$ cat src/design/prl_pkg.sv
package prl_pkg;

  // Field widths
  localparam int unsigned CountW  = 8;
  localparam int unsigned TimeW   = 48;
  localparam int unsigned DlW     = TimeW + 1;
  localparam int unsigned DelayW  = 32;
  localparam int unsigned CfgIdxW = 2;

  // Count limits and tier boundaries
  localparam logic [CountW-1:0] CountSat     = 8'd255;
  localparam logic [CountW-1:0] MaxAttMin    = 8'd4;
  localparam logic [CountW-1:0] MaxAttRst    = 8'd21;
  localparam logic [CountW-1:0] Tier0Last    = 8'd3;
  localparam logic [CountW-1:0] Tier1Last    = 8'd6;
  localparam logic [CountW-1:0] Tier2Last    = 8'd9;

  // Delay values; all ones is kept for the bricked answer
  localparam logic [DelayW-1:0] DelayAllOnes = 32'hFFFF_FFFF;
  localparam logic [DelayW-1:0] DelayMax     = 32'hFFFF_FFFE;
  localparam logic [DelayW-1:0] Tier1Rst     = 32'd15000;
  localparam logic [DelayW-1:0] Tier2Rst     = 32'd60000;
  localparam logic [DelayW-1:0] Tier3Rst     = 32'd900000;

  typedef enum logic [1:0] {
    REQ_CHECK   = 2'd0,
    REQ_SUCCESS = 2'd1,
    REQ_FAILURE = 2'd2
  } req_e;

  typedef enum logic [1:0] {
    STATUS_ALLOWED = 2'd0,
    STATUS_WAIT    = 2'd1,
    STATUS_BRICKED = 2'd2
  } status_e;

  typedef enum logic [CfgIdxW-1:0] {
    CFG_MAX_ATTEMPTS = 2'd0,
    CFG_DELAY_TIER1  = 2'd1,
    CFG_DELAY_TIER2  = 2'd2,
    CFG_DELAY_TIER3  = 2'd3
  } cfg_idx_e;

  typedef struct packed {
    logic [CountW-1:0] max_attempts;
    logic [DelayW-1:0] tier1;
    logic [DelayW-1:0] tier2;
    logic [DelayW-1:0] tier3;
  } cfg_t;

  typedef struct packed {
    logic [CountW-1:0] fail_count;
    logic [DlW-1:0]    deadline;
    logic              bricked;
  } lock_state_t;

  typedef struct packed {
    status_e           status;
    logic [CountW-1:0] count;
    logic [DelayW-1:0] remaining;
    logic              bricked;
    logic              wipe;
  } result_t;

endpackage

$ cat src/design/prl_update.sv
// Next lockout state and result for one request
module prl_update (
  input  prl_pkg::cfg_t                      cfg_i,
  input  prl_pkg::lock_state_t               state_i,
  input  logic [1:0]                         req_i,
  input  logic [prl_pkg::TimeW-1:0]          now_i,
  output prl_pkg::lock_state_t               state_o,
  output prl_pkg::result_t                   result_o
);

  logic [prl_pkg::CountW-1:0] cnt_inc;
  logic [prl_pkg::DelayW-1:0] tier_delay;
  logic [prl_pkg::DlW-1:0]    now_ext;
  logic [prl_pkg::DlW-1:0]    diff;
  logic                       old_pending;
  logic [prl_pkg::DelayW-1:0] old_rem;
  logic                       new_lock;
  logic                       hit_max;
  logic                       pending;
  logic [prl_pkg::DelayW-1:0] rem;
  logic                       bricked;

  assign now_ext = {1'b0, now_i};

  // Saturating failure count and tier lookup on the raised count
  assign cnt_inc = (state_i.fail_count < prl_pkg::CountSat) ?
                   state_i.fail_count + 8'd1 : state_i.fail_count;
  assign hit_max = (cnt_inc >= cfg_i.max_attempts);

  always_comb begin
    if (cnt_inc <= prl_pkg::Tier0Last) begin
      tier_delay = '0;
    end else if (cnt_inc <= prl_pkg::Tier1Last) begin
      tier_delay = cfg_i.tier1;
    end else if (cnt_inc <= prl_pkg::Tier2Last) begin
      tier_delay = cfg_i.tier2;
    end else begin
      tier_delay = cfg_i.tier3;
    end
  end

  // Time left on the stored deadline
  assign diff        = state_i.deadline - now_ext;
  assign old_pending = (state_i.deadline != '0) && (now_ext < state_i.deadline);
  assign old_rem     = (diff > {17'd0, prl_pkg::DelayMax}) ? prl_pkg::DelayMax :
                       diff[prl_pkg::DelayW-1:0];

  // State update
  always_comb begin
    state_o  = state_i;
    new_lock = 1'b0;
    case (req_i)
      prl_pkg::REQ_SUCCESS: begin
        state_o.fail_count = '0;
        state_o.deadline   = '0;
      end
      prl_pkg::REQ_FAILURE: begin
        state_o.fail_count = cnt_inc;
        if (hit_max) begin
          state_o.bricked = 1'b1;
        end else begin
          new_lock         = 1'b1;
          state_o.deadline = (tier_delay != '0) ?
                             now_ext + {17'd0, tier_delay} : '0;
        end
      end
      default: begin
      end
    endcase
  end

  // Fresh lockout: the tier delay; success: none; else stored
  always_comb begin
    if (new_lock) begin
      pending = (tier_delay != '0);
      rem     = tier_delay;
    end else if (req_i == prl_pkg::REQ_SUCCESS) begin
      pending = 1'b0;
      rem     = '0;
    end else begin
      pending = old_pending;
      rem     = old_rem;
    end
  end

  assign bricked = state_o.bricked || (state_o.fail_count >= cfg_i.max_attempts);

  // Result after the update
  always_comb begin
    result_o.count   = state_o.fail_count;
    result_o.bricked = bricked;
    result_o.wipe    = (req_i == prl_pkg::REQ_FAILURE) && hit_max;
    if (bricked) begin
      result_o.status    = prl_pkg::STATUS_BRICKED;
      result_o.remaining = prl_pkg::DelayAllOnes;
    end else if (pending) begin
      result_o.status    = prl_pkg::STATUS_WAIT;
      result_o.remaining = rem;
    end else begin
      result_o.status    = prl_pkg::STATUS_ALLOWED;
      result_o.remaining = '0;
    end
  end

endmodule

$ cat src/design/pin_retry_lockout_limiter.sv
// PIN retry limiter with escalating lockout. Each request (check, success or
// failure, stamped with a 48-bit millisecond time) yields one result: status,
// failure count, milliseconds of lockout left and the bricked and wipe flags,
// all taken after the request's update. The block takes one request per
// cycle while the output is not stalled; a request passes an input register,
// then the state update and the result are computed combinationally into the
// output register, from which the result leaves once out_ready_i is high. The
// failure count, deadline and bricked flag are read and written in that same
// update step, which lets each request follow the last without a bubble.
// Configuration writes through cfg_we_i take effect at once and are meant for
// an idle block.
module pin_retry_lockout_limiter (
  input  logic                              clk_i,
  input  logic                              rst_ni,
  input  logic                              cfg_we_i,
  input  logic [prl_pkg::CfgIdxW-1:0]       cfg_index_i,
  input  logic [prl_pkg::DelayW-1:0]        cfg_wdata_i,
  input  logic                              in_valid_i,
  output logic                              in_ready_o,
  input  logic [1:0]                        req_type_i,
  input  logic [prl_pkg::TimeW-1:0]         now_ms_i,
  output logic                              out_valid_o,
  input  logic                              out_ready_i,
  output logic [1:0]                        status_o,
  output logic [prl_pkg::CountW-1:0]        attempt_count_o,
  output logic [prl_pkg::DelayW-1:0]        delay_remaining_ms_o,
  output logic                              is_bricked_o,
  output logic                              wipe_pulse_o
);

  prl_pkg::cfg_t        cfg_q;
  prl_pkg::lock_state_t state_q, state_d;
  prl_pkg::result_t     result_d, result_q;

  logic                      in_vld_q;
  logic [1:0]                req_q;
  logic [prl_pkg::TimeW-1:0] now_q;
  logic                      out_vld_q;
  logic                      advance;

  // Pipeline moves when the output slot is free or being taken
  assign advance    = !out_vld_q || out_ready_i;
  assign in_ready_o = !in_vld_q || advance;

  // Configuration registers with clamping
  always_ff @(posedge clk_i or negedge rst_ni) begin
    if (!rst_ni) begin
      cfg_q.max_attempts <= prl_pkg::MaxAttRst;
      cfg_q.tier1        <= prl_pkg::Tier1Rst;
      cfg_q.tier2        <= prl_pkg::Tier2Rst;
      cfg_q.tier3        <= prl_pkg::Tier3Rst;
    end else if (cfg_we_i) begin
      case (cfg_index_i)
        prl_pkg::CFG_MAX_ATTEMPTS: begin
          cfg_q.max_attempts <= (cfg_wdata_i[7:0] < prl_pkg::MaxAttMin) ?
                                prl_pkg::MaxAttMin : cfg_wdata_i[7:0];
        end
        prl_pkg::CFG_DELAY_TIER1: begin
          cfg_q.tier1 <= (cfg_wdata_i == prl_pkg::DelayAllOnes) ?
                         prl_pkg::DelayMax : cfg_wdata_i;
        end
        prl_pkg::CFG_DELAY_TIER2: begin
          cfg_q.tier2 <= (cfg_wdata_i == prl_pkg::DelayAllOnes) ?
                         prl_pkg::DelayMax : cfg_wdata_i;
        end
        default: begin
          cfg_q.tier3 <= (cfg_wdata_i == prl_pkg::DelayAllOnes) ?
                         prl_pkg::DelayMax : cfg_wdata_i;
        end
      endcase
    end
  end

  // Input register
  always_ff @(posedge clk_i or negedge rst_ni) begin
    if (!rst_ni) begin
      in_vld_q <= 1'b0;
    end else if (in_ready_o) begin
      in_vld_q <= in_valid_i;
    end
  end

  always_ff @(posedge clk_i) begin
    if (in_ready_o && in_valid_i) begin
      req_q <= req_type_i;
      now_q <= now_ms_i;
    end
  end

  prl_update u_update (
    .cfg_i    (cfg_q),
    .state_i  (state_q),
    .req_i    (req_q),
    .now_i    (now_q),
    .state_o  (state_d),
    .result_o (result_d)
  );

  // Lockout state, updated as a request moves into the output register
  always_ff @(posedge clk_i or negedge rst_ni) begin
    if (!rst_ni) begin
      state_q   <= '0;
      out_vld_q <= 1'b0;
    end else if (advance) begin
      out_vld_q <= in_vld_q;
      if (in_vld_q) begin
        state_q <= state_d;
      end
    end
  end

  always_ff @(posedge clk_i) begin
    if (advance && in_vld_q) begin
      result_q <= result_d;
    end
  end

  assign out_valid_o          = out_vld_q;
  assign status_o             = result_q.status;
  assign attempt_count_o      = result_q.count;
  assign delay_remaining_ms_o = result_q.remaining;
  assign is_bricked_o         = result_q.bricked;
  assign wipe_pulse_o         = result_q.wipe;

endmodule

$ cat config.mk
export PLATFORM = sky130hd
export DESIGN_NAME = pin_retry_lockout_limiter
export DESIGN_NICKNAME = d
export VERILOG_FILES = /design/src/design/prl_pkg.sv /design/src/design/prl_update.sv /design/src/design/pin_retry_lockout_limiter.sv
export SDC_FILE = /design/constraint.sdc
export NUM_CORES = 1
export LEC_CHECK = 0
export BUFFER_PORTS_ARGS = -buffer_cell sky130_fd_sc_hd__buf_2
export CELL_PAD_IN_SITES_DETAIL_PLACEMENT = 1
export CELL_PAD_IN_SITES_GLOBAL_PLACEMENT = 2
export CORE_AREA = 5 5 275 277
export DETAILED_ROUTE_END_ITERATION = 10
export DIE_AREA = 0 0 280 282
export PLACE_DENSITY = 0.6
export REMOVE_ABC_BUFFERS = 1
export SETUP_SLACK_MARGIN = 0.2
export SYNTH_ARGS = -nofsm -noshare
export SYNTH_HDL_FRONTEND = slang
export SYNTH_HIERARCHICAL = 1
export SYNTH_SLANG_ARGS = --single-unit
$ cat constraint.sdc
create_clock -name clk_i -period 19.4 [get_ports clk_i]
set_clock_uncertainty 0.05 [all_clocks]
set_input_delay 3.88 -clock clk_i [delete_from_list [all_inputs] [get_ports clk_i]]
set_output_delay 3.88 -clock clk_i [all_outputs]
set_load 0.05 [all_outputs]
==> out/metrics.yaml <==
routing:
  drt_iter0_markers: 740
  drt-met1-wl_um: 31800
  wl_met3_um: 1650
  highest_layer: "met4"
  avgRoutedWirePerCell_um: 21.7
  wl_met2_um: 28900
  routed_wl_um: 63300
  vias_per_cell: 5.05
  num_vias: 14700
  drc: 0
  ant_nets: 0
  dr.pass1.iters: 5
setup_path:
  r2r_setup_slack_ns: 11.98
  cp_max_fo: 3
  required_ns: 15.47
  crit_type: "in -> out"
  worst-endpoint-arrival_ns: 4.39
  crit_family: "buffers and inverters"
  crit_top_cell: "buf_2"
  critPathLaunchType: "input pin"
  endpoint_kind: "output port"
  worstPathCellList: "buf_2, nand3b_1, buf_2"
  crit_slowest_cell: "buf_2"
  max_stage_delay_ns: 0.23
  path_buf_inv: 2
yosys:
  syn_area_per_cell_um2: 9.80
  synth_cells: 1836
  ys_ff_latch: 258
  synth_ff_type: "dfrtp_1"
  synth.area.top_cells: "dfrtp_1 (19%), edfxtp_1 (16%), mux2_2 (10%)"
  yosysMostFrequentCell: "mux2_2"
  synth.top_cells.by_count: "mux2_2 (161), nand2_1 (137), dfrtp_1 (136)"
  synth_top_area_frac: 0.189
  ys_types: 96
  yosysSeqAreaShare: 0.387
  syn-cell-area_um2: 18000
  yosysTopAreaCell: "dfrtp_1"
  ys_async_sr_fraction: 0.636
  ys_warn_count: 6
  synth_edf_count: 94
sta:
  rsz0062_at_grt: "no"
  maxSlewHeadroom: 0.242
  tightestPinTransition_ns: 1.13
  period_share: 0.429
  hold_viol_final: 0
  setup_tns_ns: 0
  setup_viol: 0
  fin_ws_ns: 11.08
  slew_viol_final: 0
  fmax_mhz: 120
  period_needed_ns: 8.32
power:
  p_clk_frac: 0.301
  p_int_mw: 1.31
  share_seq_of_total_power: 0.354
  p_leak_nw: 8.96
  power_density_nw_per_um2: 101
  p_sw_frac: 0.376
  ir_drop_mv: 0.0509
  p_switching_uw: 792
  pwr-share-comb: 0.345
die:
  start_util: 0.248
  dieArea_um2: 79000
  core_area_um2: 72600
  io_pins: 135
  chipWidth_um: 280
  dieHeight_um: 282
  num_rows: 99
grt:
  grt_pass1_wl_um: 97900
  grtUsageTotal: 0.157
  grt_max_degree: 98
  gr-total-overflow: 0
  grt_pass1_vias: 15700
  antenna_found_initial: 0
cts:
  cts_resized: 0
  cts_tree: "done"
  hold_buffers: 0
  cts_root_buf: "clkbuf_16"
  clk_latency_ns: 0.55
  postCtsSetupRepairBufs: 0
  cts_buffers: 34
  clockBufferDepth: 3
  clkSlewWorstSetupHoldPaths_ns: 0.06
  cts_sinks: 258
  ctsHtreeMaxLevel: 2
cells_and_area:
  layout.nets: 2109
  syn_to_final_growth_pct: 15.5
  fillCellCount: 8347
  layout-drive-gt1-share: 0.241
  antenna_cells: 0
  postLayoutCoreUtil: 0.286
place:
  pre_cts_ws_ns: 11.07
  gp_congestion: 0.878
  hpwl_um: 49000
  port_buffers: 134
run:
  cap_violations: 0
hold_path:
  hold_path.class: "reg -> reg"
status:
  outcome: "finished clean"
==> sequential cells by signal (all words and copies together) (netlist names) <==
| signal | cells |
|---|---|
| in_vld_q | 1 |
| is_bricked_o | 1 |
| wipe_pulse_o | 1 |
| status_o | 2 |
| req_q | 2 |
| attempt_count_o | 8 |
| now_q | 48 |
| state_q | 58 |
| cfg_q | 104 |
| delay_remaining_ms_o | 32 |
| out_valid_o | 1 |
==> worst register-to-register path, stage by stage, from the launching register on <==
cell and delay [ns]:
dfrtp_1 0.55, ha_1 0.34, and4_1 0.48, nand2_2 0.27
o21a_1 0.20, o21ai_2 0.11, buf_4 0.42, nand2_1 0.13
nand3_1 0.09, o21ai_0 0.08, nor2_1 0.50, ha_1 0.35
a21o_1 0.20, a221oi_1 0.25, a221oi_1 0.18, maj3_2 0.38
maj3_2 0.33, a211oi_1 0.34, o21ai_1 0.19, a21o_1 0.20
a21oi_1 0.24, o31a_2 0.26, o22ai_2 0.29, and3_1 0.32
a221o_1 0.29, mux2_2 0.25
==> cells by family (layout without fill, tap and decap cells) <==
family / count (synthesis) / count (layout) / share of synthesized area
compound gates: 498 / 498 / 0.198
xor+xnor: 96 / 96 / 0.0467
fa+ha+maj: 102 / 102 / 0.0700
buf+inv: 203 / 326 / 0.0476
flops: 258 / 258 / 0.387
mux: 168 / 168 / 0.105
simple gates: 511 / 511 / 0.146
==> power by group through the flow <==
stage	Combinational [mW]	Clock [mW]	Sequential, mW
floorplan	0.439	0	0.808
detailed placement	0.731	0	0.757
finish	0.727	0.634	0.745
global route	0.803	0.680	0.757
CTS	0.734	0.658	0.747
global placement	0.720	0	0.753
==> placed cells by master (no fill, tap or decap), types with 13 or more instances in the layout <==
cell type	n
a211oi_1	23
a21o_1	61
a21oi_1	115
a22o_1	20
a311oi_1	14
a31o_2	16
a31oi_1	16
a32o_1	17
and2_1	18
and3_1	18
buf_2	133
buf_4	34
clkbuf_16	36
dfrtp_1	136
dfstp_2	28
edfxtp_1	94
ha_1	85
inv_1	95
mux2_2	161
nand2_1	136
nand3_1	32
nand4_1	30
nor2_1	94
nor2b_1	18
nor3_1	42
nor3b_1	21
nor4_1	50
o21a_1	13
o21ai_0	76
xnor2_1	73
xor2_1	23
==> path summary, 6_finish.rpt <==
| path | startpoint | end | cells past startpoint |
|---|---|---|---|
| hold / removal | state_q[0]$_DFFE_PN0P_ | state_q[0]$_DFFE_PN0P_ | 1 |
| min in group asynchronous | rst_ni | cfg_q[57]$_DFFE_PN0P_ | 1 |
| setup / recovery | out_ready_i | in_ready_o | 3 |
| setup reg to reg | state_q[50]$_DFFE_PN0P_ | state_q[36]$_DFFE_PN0P_ | 25 |
| max in group asynchronous | rst_ni | cfg_q[23]$_DFFE_PN0P_ | 2 |
| hold reg to reg | state_q[0]$_DFFE_PN0P_ | state_q[0]$_DFFE_PN0P_ | 1 |
==> area by class of cell <==
type,instances,area (µm²),share of cell area
flip-flops and latches,258,6960,0.335
clock buffers,44,951,0.0458
inverters,96,360,0.0173
well taps,959,1200,0.0578
clock inverters,18,159,0.00765
multi-input cells,1375,10200,0.491
repair buffers,168,932,0.0449
==> metal layers <==
metal,up-vias,track usage
met4,0,0.0278
met1,7454,0.227
met3,50,0.0201
li1,7074,-
met5,-,0
met2,171,0.256
==> metrics by stage <==
stage,instances,instance area [µm²],total power [mW],hold WS [ns]
floorplan,1729,17500,1.25,0.407
global placement,2856,19700,1.47,0.429
detailed placement,2856,19700,1.49,0.438
CTS,2918,20800,2.14,0.451
global route,2918,20800,2.24,0.461
finish,2918,20800,2.11,0.449
Power figures use the tool's default switching activity.
